--- config.mk ---
export PLATFORM = sky130hd
export DESIGN_NAME = slip_frame_decoder_top
export DESIGN_NICKNAME = d
export VERILOG_FILES = /design/src/rtl/sfd_pkg.sv /design/src/rtl/sfd_ram.sv /design/src/rtl/slip_frame_decoder_top.sv
export VERILOG_INCLUDE_DIRS = /design/src /design/src/rtl
export SDC_FILE = /design/constraint.sdc
export NUM_CORES = 1
export LEC_CHECK = 0
export BUFFER_PORTS_ARGS = -buffer_cell sky130_fd_sc_hd__buf_4
export CAP_MARGIN = 20
export CORE_MARGIN = 2
export CORE_UTILIZATION = 57
export DETAILED_ROUTE_END_ITERATION = 10
export GPL_TIMING_DRIVEN = 0
export PLACE_DENSITY = 0.83
export SYNTH_ARGS = -nofsm -noshare
export SYNTH_HDL_FRONTEND = slang
export SYNTH_SLANG_ARGS = --single-unit
--- constraint.sdc ---
create_clock -name clock -period 8.67 [get_ports clock]
set_clock_uncertainty 0.1 [all_clocks]
set_input_delay 0.4335 -clock clock [delete_from_list [all_inputs] [get_ports clock]]
set_output_delay 0.4335 -clock clock [all_outputs]
set_load 0.02 [all_outputs]
--- src/rtl/slip_frame_decoder_top_defines.svh ---
// Assertion macros for the SLIP frame decoder.
`ifndef SLIP_FRAME_DECODER_TOP_DEFINES_SVH
`define SLIP_FRAME_DECODER_TOP_DEFINES_SVH

// Check that a condition implies another in the same cycle.
`define SFD_ASSERT_NOW(label, clk, rst, ante, cons, msg) \
   label: assert property (@(posedge clk) disable iff (rst) (ante) |-> (cons)) \
      else $error(msg);

// Check that a condition implies another in the next cycle.
`define SFD_ASSERT_NEXT(label, clk, rst, ante, cons, msg) \
   label: assert property (@(posedge clk) disable iff (rst) (ante) |=> (cons)) \
      else $error(msg);

`endif

--- src/rtl/sfd_pkg.sv ---
package sfd_pkg;

   typedef logic [1:0] kind_type;
   typedef logic [7:0] byte_type;

   localparam kind_type KIND_BYTE       = 2'd0;
   localparam kind_type KIND_OVERFLOW   = 2'd1;
   localparam kind_type KIND_BAD_ESCAPE = 2'd2;

   localparam byte_type CODE_END     = 8'hC0;
   localparam byte_type CODE_ESC     = 8'hDB;
   localparam byte_type CODE_ESC_END = 8'hDC;
   localparam byte_type CODE_ESC_ESC = 8'hDD;

   localparam int MIN_EMIT_LEN = 4;

   localparam int LIMIT_W = 7;
   localparam logic [LIMIT_W-1:0] LIMIT_RESET = 7'd64;

endpackage

--- src/rtl/sfd_ram.sv ---
module sfd_ram #(
   parameter int WIDTH = 8,
   parameter int DEPTH = 64
) (
   input  logic                     clock,
   input  logic                     wr_en,
   input  logic [$clog2(DEPTH)-1:0] wr_addr,
   input  logic [WIDTH-1:0]         wr_data,
   input  logic                     rd_en,
   input  logic [$clog2(DEPTH)-1:0] rd_addr,
   output logic [WIDTH-1:0]         rd_data
);

   logic [WIDTH-1:0] mem_ff [DEPTH];
   logic [WIDTH-1:0] rd_data_ff;

   always_ff @(posedge clock) begin
      if (wr_en) begin
         mem_ff[wr_addr] <= wr_data;
      end
      if (rd_en) begin
         rd_data_ff <= mem_ff[rd_addr];
      end
   end

   assign rd_data = rd_data_ff;

endmodule

--- src/rtl/slip_frame_decoder_top.sv ---
// SLIP receive decoder. One stuffed byte is taken per cycle while no frame is being
// played out and no result is held by rsp_stall; decoded bytes go into a single-port-read
// frame store. An END that closes a frame of N bytes (N above four) holds the request
// side while the store is read back one word per cycle through its one read port, as
// long as rsp_stall does not hold results back. Errors and short frames start no playout.
// The frame store is not cleared; only bytes of the current frame are ever read.
`include "slip_frame_decoder_top_defines.svh"

module slip_frame_decoder_top #(
   parameter int MAX_FRAME = 64
) (
   input  logic                  clock,
   input  logic                  reset,
   input  logic                  req_valid,
   output logic                  req_stall,
   input  logic [7:0]            req_rx_byte,
   output logic                  rsp_valid,
   input  logic                  rsp_stall,
   output sfd_pkg::kind_type     rsp_kind,
   output logic [7:0]            rsp_frame_byte,
   output logic                  rsp_last,
   input  logic                  csr_wr_en,
   input  logic [6:0]            csr_wr_data
);

   import sfd_pkg::*;

   localparam int ADDR_W = $clog2(MAX_FRAME);
   localparam int POS_W  = $clog2(MAX_FRAME + 1);
   localparam int CMP_W  = (POS_W > LIMIT_W) ? POS_W : LIMIT_W;
   localparam logic [CMP_W-1:0] MAX_CMP = CMP_W'(MAX_FRAME);

   localparam logic ST_IDLE = 1'b0;
   localparam logic ST_EMIT = 1'b1;

   logic                state_ff, state_in;
   logic [POS_W-1:0]    pos_ff, pos_in;
   logic                esc_ff, esc_in;
   logic [LIMIT_W-1:0]  limit_ff;
   logic [POS_W-1:0]    cnt_ff, cnt_in;
   logic [POS_W-1:0]    idx_ff, idx_in;
   logic                rd_pending_ff, rd_pending_in;
   logic                rd_last_ff, rd_last_in;
   logic                rsp_valid_ff, rsp_valid_in;
   kind_type            rsp_kind_ff, rsp_kind_in;
   logic [7:0]          rsp_byte_ff, rsp_byte_in;
   logic                rsp_last_ff, rsp_last_in;

   logic                out_free;
   logic                accept;
   logic [CMP_W-1:0]    pos_cmp;
   logic [CMP_W-1:0]    limit_cmp;
   logic [CMP_W-1:0]    eff_limit;
   logic                wr_en;
   logic [7:0]          wr_data;
   logic                err_load;
   kind_type            err_kind;
   logic                emit_start;
   logic                load_rd;
   logic                issue;
   logic [7:0]          rd_data;

   assign out_free  = !rsp_valid_ff || !rsp_stall;
   assign req_stall = (state_ff != ST_IDLE) || !out_free;
   assign accept    = req_valid && !req_stall;

   assign pos_cmp   = CMP_W'(pos_ff);
   assign limit_cmp = CMP_W'(limit_ff);
   assign eff_limit = (limit_cmp > MAX_CMP) ? MAX_CMP : limit_cmp;

   // decode one accepted word
   always_comb begin
      pos_in     = pos_ff;
      esc_in     = esc_ff;
      wr_en      = 1'b0;
      wr_data    = req_rx_byte;
      err_load   = 1'b0;
      err_kind   = KIND_OVERFLOW;
      emit_start = 1'b0;
      if (accept) begin
         priority if (pos_cmp >= eff_limit) begin
            pos_in   = '0;
            esc_in   = 1'b0;
            err_load = 1'b1;
            err_kind = KIND_OVERFLOW;
         end else if (req_rx_byte == CODE_END) begin
            emit_start = (pos_ff > POS_W'(MIN_EMIT_LEN));
            pos_in     = '0;
            esc_in     = 1'b0;
         end else if (req_rx_byte == CODE_ESC) begin
            esc_in = 1'b1;
         end else if (esc_ff) begin
            esc_in = 1'b0;
            priority if (req_rx_byte == CODE_ESC_END) begin
               wr_en   = 1'b1;
               wr_data = CODE_END;
               pos_in  = pos_ff + 1'b1;
            end else if (req_rx_byte == CODE_ESC_ESC) begin
               wr_en   = 1'b1;
               wr_data = CODE_ESC;
               pos_in  = pos_ff + 1'b1;
            end else begin
               pos_in   = '0;
               err_load = 1'b1;
               err_kind = KIND_BAD_ESCAPE;
            end
         end else begin
            wr_en  = 1'b1;
            pos_in = pos_ff + 1'b1;
         end
      end
   end

   // play out the stored frame
   assign load_rd = rd_pending_ff && out_free;
   assign issue   = (state_ff == ST_EMIT) && (idx_ff < cnt_ff) && (!rd_pending_ff || load_rd);

   always_comb begin
      state_in      = state_ff;
      cnt_in        = cnt_ff;
      idx_in        = idx_ff;
      rd_pending_in = rd_pending_ff;
      rd_last_in    = rd_last_ff;
      unique case (state_ff)
         ST_IDLE: begin
            if (emit_start) begin
               state_in = ST_EMIT;
               cnt_in   = pos_ff;
               idx_in   = '0;
            end
         end
         ST_EMIT: begin
            if (issue) begin
               idx_in        = idx_ff + 1'b1;
               rd_pending_in = 1'b1;
               rd_last_in    = ((idx_ff + 1'b1) == cnt_ff);
            end else if (load_rd) begin
               rd_pending_in = 1'b0;
            end
            if (load_rd && rd_last_ff) begin
               state_in = ST_IDLE;
            end
         end
         default: state_in = ST_IDLE;
      endcase
   end

   always_comb begin
      rsp_valid_in = rsp_valid_ff;
      rsp_kind_in  = rsp_kind_ff;
      rsp_byte_in  = rsp_byte_ff;
      rsp_last_in  = rsp_last_ff;
      priority if (err_load) begin
         rsp_valid_in = 1'b1;
         rsp_kind_in  = err_kind;
         rsp_byte_in  = '0;
         rsp_last_in  = 1'b1;
      end else if (load_rd) begin
         rsp_valid_in = 1'b1;
         rsp_kind_in  = KIND_BYTE;
         rsp_byte_in  = rd_data;
         rsp_last_in  = rd_last_ff;
      end else if (rsp_valid_ff && !rsp_stall) begin
         rsp_valid_in = 1'b0;
      end
   end

   always_ff @(posedge clock) begin
      if (reset) begin
         state_ff      <= ST_IDLE;
         pos_ff        <= '0;
         esc_ff        <= 1'b0;
         limit_ff      <= LIMIT_RESET;
         rd_pending_ff <= 1'b0;
         rsp_valid_ff  <= 1'b0;
      end else begin
         state_ff      <= state_in;
         pos_ff        <= pos_in;
         esc_ff        <= esc_in;
         rd_pending_ff <= rd_pending_in;
         rsp_valid_ff  <= rsp_valid_in;
         if (csr_wr_en) begin
            limit_ff <= csr_wr_data;
         end
      end
   end

   always_ff @(posedge clock) begin
      cnt_ff      <= cnt_in;
      idx_ff      <= idx_in;
      rd_last_ff  <= rd_last_in;
      rsp_kind_ff <= rsp_kind_in;
      rsp_byte_ff <= rsp_byte_in;
      rsp_last_ff <= rsp_last_in;
   end

   sfd_ram #(
      .WIDTH (8),
      .DEPTH (MAX_FRAME)
   ) u_frame_store (
      .clock   (clock),
      .wr_en   (wr_en),
      .wr_addr (pos_ff[ADDR_W-1:0]),
      .wr_data (wr_data),
      .rd_en   (issue),
      .rd_addr (idx_ff[ADDR_W-1:0]),
      .rd_data (rd_data)
   );

   assign rsp_valid      = rsp_valid_ff;
   assign rsp_kind       = rsp_kind_ff;
   assign rsp_frame_byte = rsp_byte_ff;
   assign rsp_last       = rsp_last_ff;

   `SFD_ASSERT_NOW(a_no_accept_in_emit, clock, reset, state_ff == ST_EMIT, req_stall, "word accepted during frame playout")
   `SFD_ASSERT_NOW(a_read_only_in_emit, clock, reset, rd_pending_ff, state_ff == ST_EMIT, "frame store read outside playout")
   `SFD_ASSERT_NOW(a_error_shape, clock, reset, rsp_valid_ff && (rsp_kind_ff != KIND_BYTE), rsp_last_ff && (rsp_byte_ff == 8'h00), "malformed error result")
   `SFD_ASSERT_NEXT(a_pos_bound, clock, reset, 1'b1, pos_ff <= POS_W'(MAX_FRAME), "write position beyond frame store")

endmodule

* Word-level counts from Yosys, hierarchy flattened
Memory sizes are Yosys's and may differ from the RTL's. A register that Yosys moved wholly into a read port is not among the register bits.
Cells that the tools add are included.
** Word-level totals
- Memories kept :: 1
- Input port bits :: 20
- Bits in writable memories :: 512
- Output and inout bits :: 13
- Logic and storage cells :: 106
- Flip-flop bits (word level) :: 44
** Cells by class
- Bitwise logic cells :: 1
- Magnitude comparators :: 4
- Reduce and logical (&&, ||, !) cells :: 22
- Muxes and demuxes :: 56
- $add $sub $neg :: 2
- Eq/ne operators :: 8
** Memories
- u_frame_store.mem_ff :: depth 64, width 8, rd ports 1, clocked after memory_dff 1, wr ports 1, RTL line sfd_ram.sv:14 : logic [WIDTH-1:0] mem_ff [DEPTH];
** Operators by type and width (count)
- $mux 7 :: 9
- $mux 8 :: 7
- $eq 8x8->1 const B :: 4
- $mux 1 :: 29
- $mux 2 :: 9
- $add 7x1->7 const B :: 2
- $pmux 7 s2 :: 1
- $reduce_and 2->1 :: 5
- $eq 7x7->1 :: 1
- $ge 7x7->1 :: 1
- $gt 7x3->1 const B :: 1
- $gt 7x7->1 const B :: 1
- $lt 7x7->1 :: 1
- $logic_and 1x1->1 :: 6
- $logic_not 1->1 :: 5
- $reduce_bool 2->1 :: 2
- $logic_or 1x1->1 :: 3
- $ne 3x3->1 const B :: 1
- $reduce_bool 3->1 :: 1
- $ne 2x1->1 const B :: 1
- $ne 2x2->1 const B :: 1
- $pmux 1 s2 :: 1
- $not 1->1 :: 1

* Logic depth before layout (Yosys ltp)
- Depth in word-level cells :: 10
- Depth in mapped cells :: 13
- Gate-level depth less buffers :: 9

* Cells and area by module
Synthesis repeated with hierarchy kept, for this count alone.
** Second synthesis, totals
- Cells, all modules :: 1196
- Area, all modules :: 22596.7 µm²
** By module, submodules not included
- sfd_ram :: cells each 940, area an instance 20246.9 µm², seq. area each 15615.0 µm², times used 1
- slip_frame_decoder_top :: cells each 256, area an instance 2349.8 µm², seq. area each 1051.0 µm², times used 1

* Worst setup path after synthesis
No wires, ideal clock.
- Kind :: register -> register
- From :: register pos_ff[0] (netlist: pos_cmp[0])
- To :: memory u_frame_store.mem_ff[0][1], data pin
- Slack :: 4.451 ns
- Setup time :: 0.530 ns
- Stages on the path, launching flop included :: 10
- Period minus slack after synthesis :: 4.219 ns
- Arrival time :: 3.588 ns
- Data required time :: 8.040 ns
- Cell sequence :: dfxtp_1 -> inv_1 -> ha_1 -> nand2b_1 -> a21o_1 -> a21oi_1 -> o211ai_1 -> clkbuf_1 -> clkbuf_1 -> o21bai_1
** On the way
- Cells in the longest elaborated chain, start to end :: 3
** RTL lines
- from (decl) :: RTL line slip_frame_decoder_top.sv:37 : logic [POS_W-1:0] pos_ff, pos_in;
- from (signal assigned) :: RTL line slip_frame_decoder_top.sv:178 : pos_ff <= pos_in;
- $ge 7x7->1 :: RTL line slip_frame_decoder_top.sv:81 : priority if (pos_cmp >= eff_limit) begin
- $mux 8 :: RTL line slip_frame_decoder_top.sv:81
- $mux 8 :: RTL line slip_frame_decoder_top.sv:80 : if (accept) begin
- via u_frame_store.wr_data[1] :: RTL line sfd_ram.sv:8 : input logic [WIDTH-1:0] wr_data,
- to (decl) :: RTL line sfd_ram.sv:14
The timed path passes the listed nets, and every way through them passes these cells.

* Worst setup path after layout
- From :: register pos_ff[0] (netlist: pos_cmp[0])
- To :: memory u_frame_store.mem_ff[5][2], data pin
Same word-level chain as after synthesis.

==> flow_summary.toml <==
[finish]
num_antenna_cells = 0
nFillCells = 2452
layout-drive-gt1-share = 0.2613
utilization = 0.6642
final_cell_area_um2 = 26330
synthToLayoutAreaGrowth_pct = 15.31
stdcell_count = 1960
fin_nets = 1428

[global_route]
antenna_found_initial = 0
grt-ovfl-total = 0
grt_max_degree = 53
grt_first_pass_wirelength_um = 84880
grt_use_total = 0.2822
grt_pass1_vias = 13280

[critical_path]
cp_top_family = "buffers and inverters"
critPathBufInv = 4
critPathMaxFanout = 40
path_cells = "inv_1 -> ha_1 -> nand2b_1 -> a21o_1 -> a21oi_1 -> o211ai_1 -> clkbuf_1 -> clkbuf_1 -> nor2_1 -> nor2_4 -> buf_12"
crit_path_end_kind = "flip-flop"
slowest_stage = "clkbuf_1"
r2r_slack_ns = 4.54
reg2regPathDepth = 11
cp.required_ns = 8.98
criticalPathCategory = "flip-flop to flip-flop"
r2r-end = "u_frame_store.mem_ff[5][2]$_DFFE_PP_"
cp-start-kind = "flip-flop"
crit_top_cell = "clkbuf_1"
r2r_start = "pos_cmp[0]$_SDFFE_PP0P_"
crit_arrival_ns = 4.45
max_stage_delay_ns = 0.72

[floorplan]
fp-row-count = 73
start_util = 0.5760
dieArea_um2 = 41670
design.core.area_um2 = 39640
fp.dieH_um = 204.1
fp.dieW_um = 204.1
ios = 33

[min_path]
min_to = "pos_cmp[4]$_SDFFE_PP0P_"
hold_class = "input port to flip-flop"
min_path_cells = 3
worstHoldStart = "reset"

[detailed_routing]
initialDrtViolationCount = 1963
wl_met2_um = 27250
vias = 13120
first_pass_iters = 8
post_drt_via_cell_ratio = 6.696
wl_um = 57250
met1Wirelength_um = 20470
drcViolationCount = 0
drt-wirelength-per-cell_um = 29.21
antenna_left = 0
route.met3.wl_um = 6724
top_layer_used = "met4"

[yosys]
synth_top_flop_cell = "edfxtp_1"
ys_ff_latch = 564
synth_edf_count = 537
ys_types = 55
synth_top_cell_by_area = "edfxtp_1"
synthArstFlopShare = 0
seq_area_frac_synth = 0.7299
synth_area_um2 = 22830
avgSynthCellArea_um2 = 18.22
synthTopCellsByArea = "edfxtp_1, mux4_2, mux2i_1"
synthCells = 1253
syn_nets = 1290
yosysWarnings = 0
netlist.area_leader.share = 0.7063

[clocking]
post-cts-setup-buffers = 0
path_clk_slew_ns = 0.06
htreeDepth = 2
root_buffer = "clkbuf_16"
insertion_delay_ns = 0.62
cts_resized = 0
clockBufferDepth = 3
cts_sinks = 564
cts_tree = "yes"
numCtsBuffers = 53

[power_and_ir_drop]
ir_worst_vdd_v = 0.0001918
p_per_area_nw_per_um2 = 209.7
leakagePower_nw = 8.949

[placement]
dpl_cell_area_um2 = 24450
dpl.cell_count = 1848
hpwlAfterDp_um = 36440
port_buffers = 31
gp_congestion = 0.9352
place_ws_ns = 4.627

[timing]
period_needed_ns = 4.133
hold_violations = 0
finalSetupViolCount = 0
finalSetupTns_ns = 0
worstMarginPinSlew_ns = 1.136
period_share = 0.4767
slew_headroom = 0.2366
fmax_ghz = 0.2419
rsz0062_at_grt = "no"
layout_setup_ws_ns = 4.537
slew_violations = 0

[flow_run]
cap_viol_max_count = 0

[status]
status = "complete, no violations"
[cell usage after synthesis (17+ instances only)]
library cell,n
mux4_2,108
nor4_1,51
buf_2,23
mux2i_1,69
ha_1,17
edfxtp_1,537
nor2b_1,31
clkbuf_1,36
nand2_1,61
dfxtp_1,27
a21oi_1,24
nand3_1,33
nor2_1,26
[logic make-up (layout without fill, tap and decap cells)]
kind of cell,Yosys count,in the layout,synth area share
DFF,564,564,0.7299
AOI/OAI and AO/OA,124,124,0.03770
xor gates and xnor gates,11,11,0.004220
muxes,178,178,0.1373
buffers and inverters,99,281,0.02050
adders and majority gates,17,17,0.009316
and+or+nand+nor,260,260,0.06105
[timing repair]
action | 4_1_cts | 5_1_grt
setup endpoints to repair | 0 | 0
hold buffers | 7 | 0
hold endpoints to repair | 7 | 0
[metrics by stage]
step	total power [mW]	hold slack (ns)
after detailed placement	3.189	0.3555
after global routing	5.632	0.04569
after CTS	5.522	0.01639
after floorplan	3.115	0.3348
final	5.521	0.05434
after global placement	3.166	0.3522
[sequential cells by signal, indices dropped and copies added (netlist names)]
signal and count:
u_frame_store.mem_ff 512, rsp_frame_byte 8, u_frame_store.rd_data 8, cnt_ff 7, idx_ff 7, limit_cmp 7
pos_cmp 7, rsp_kind 2, esc_ff 1, rd_last_ff 1, rd_pending_ff 1, rsp_last 1
rsp_valid 1, state_ff 1
[routing by layer]
metal | vias up | GRT usage
li1 | 5377 | -
met1 | 6539 | 0.3692
met2 | 1002 | 0.4458
met3 | 206 | 0.07924
met4 | 0 | 0.1266
met5 | - | 0
[where the power goes]
part           switching [mW]  internal [mW]  total [mW]  leakage (nW)
clock network            1.01           1.37        2.38         0.869
logic                   0.107         0.0362       0.144          3.05
registers             0.00593           2.99        2.99          5.03
[layout make-up]
| class | count | area, um2 | area share |
|---|---|---|---|
| buffer | 83 | 412.9 | 0.01568 |
| clock buffer | 67 | 1419 | 0.05389 |
| timing repair buffer | 83 | 745.7 | 0.02832 |
| tap | 525 | 656.9 | 0.02495 |
| clock inverter | 32 | 347.8 | 0.01321 |
| inverter | 16 | 60.06 | 0.002281 |
| sequential | 564 | 16670 | 0.6330 |
| multi-input combinational | 590 | 6020 | 0.2286 |
[tightest hold or removal path: cells and delay by family]
kind            cells  cell delay (ns)
compound gates      2             0.15
buf+inv             1             0.11
[how the worst max path moves through the flow]
stage	start	end	slack [ns]	cells past startpoint
after floorplan	pos_cmp[0]$_SDFFE_PP0P_	u_frame_store.mem_ff[0][1]$_DFFE_PP_	4.45	9
after global placement	pos_cmp[0]$_SDFFE_PP0P_	u_frame_store.mem_ff[58][1]$_DFFE_PP_	2.00	9
after detailed placement	pos_cmp[0]$_SDFFE_PP0P_	u_frame_store.mem_ff[27][7]$_DFFE_PP_	4.63	9
after CTS	pos_cmp[0]$_SDFFE_PP0P_	u_frame_store.mem_ff[27][0]$_DFFE_PP_	4.63	9
after global routing	pos_cmp[0]$_SDFFE_PP0P_	u_frame_store.mem_ff[5][2]$_DFFE_PP_	4.31	11
final	pos_cmp[0]$_SDFFE_PP0P_	u_frame_store.mem_ff[5][2]$_DFFE_PP_	4.54	11
[cells in the final DEF, fill, tap and decap left out, types with 24 or more instances in the layout]
master	instances
edfxtp_1	537
mux4_2	108
buf_4	72
mux2i_1	69
nand2_1	61
clkbuf_16	53
nor4_2	49
clkbuf_1	42
nand3_1	33
nor2b_1	29
buf_2	27
dfxtp_1	27
nor2_1	25
a21oi_1	24
(Power assumes the default switching activity.)
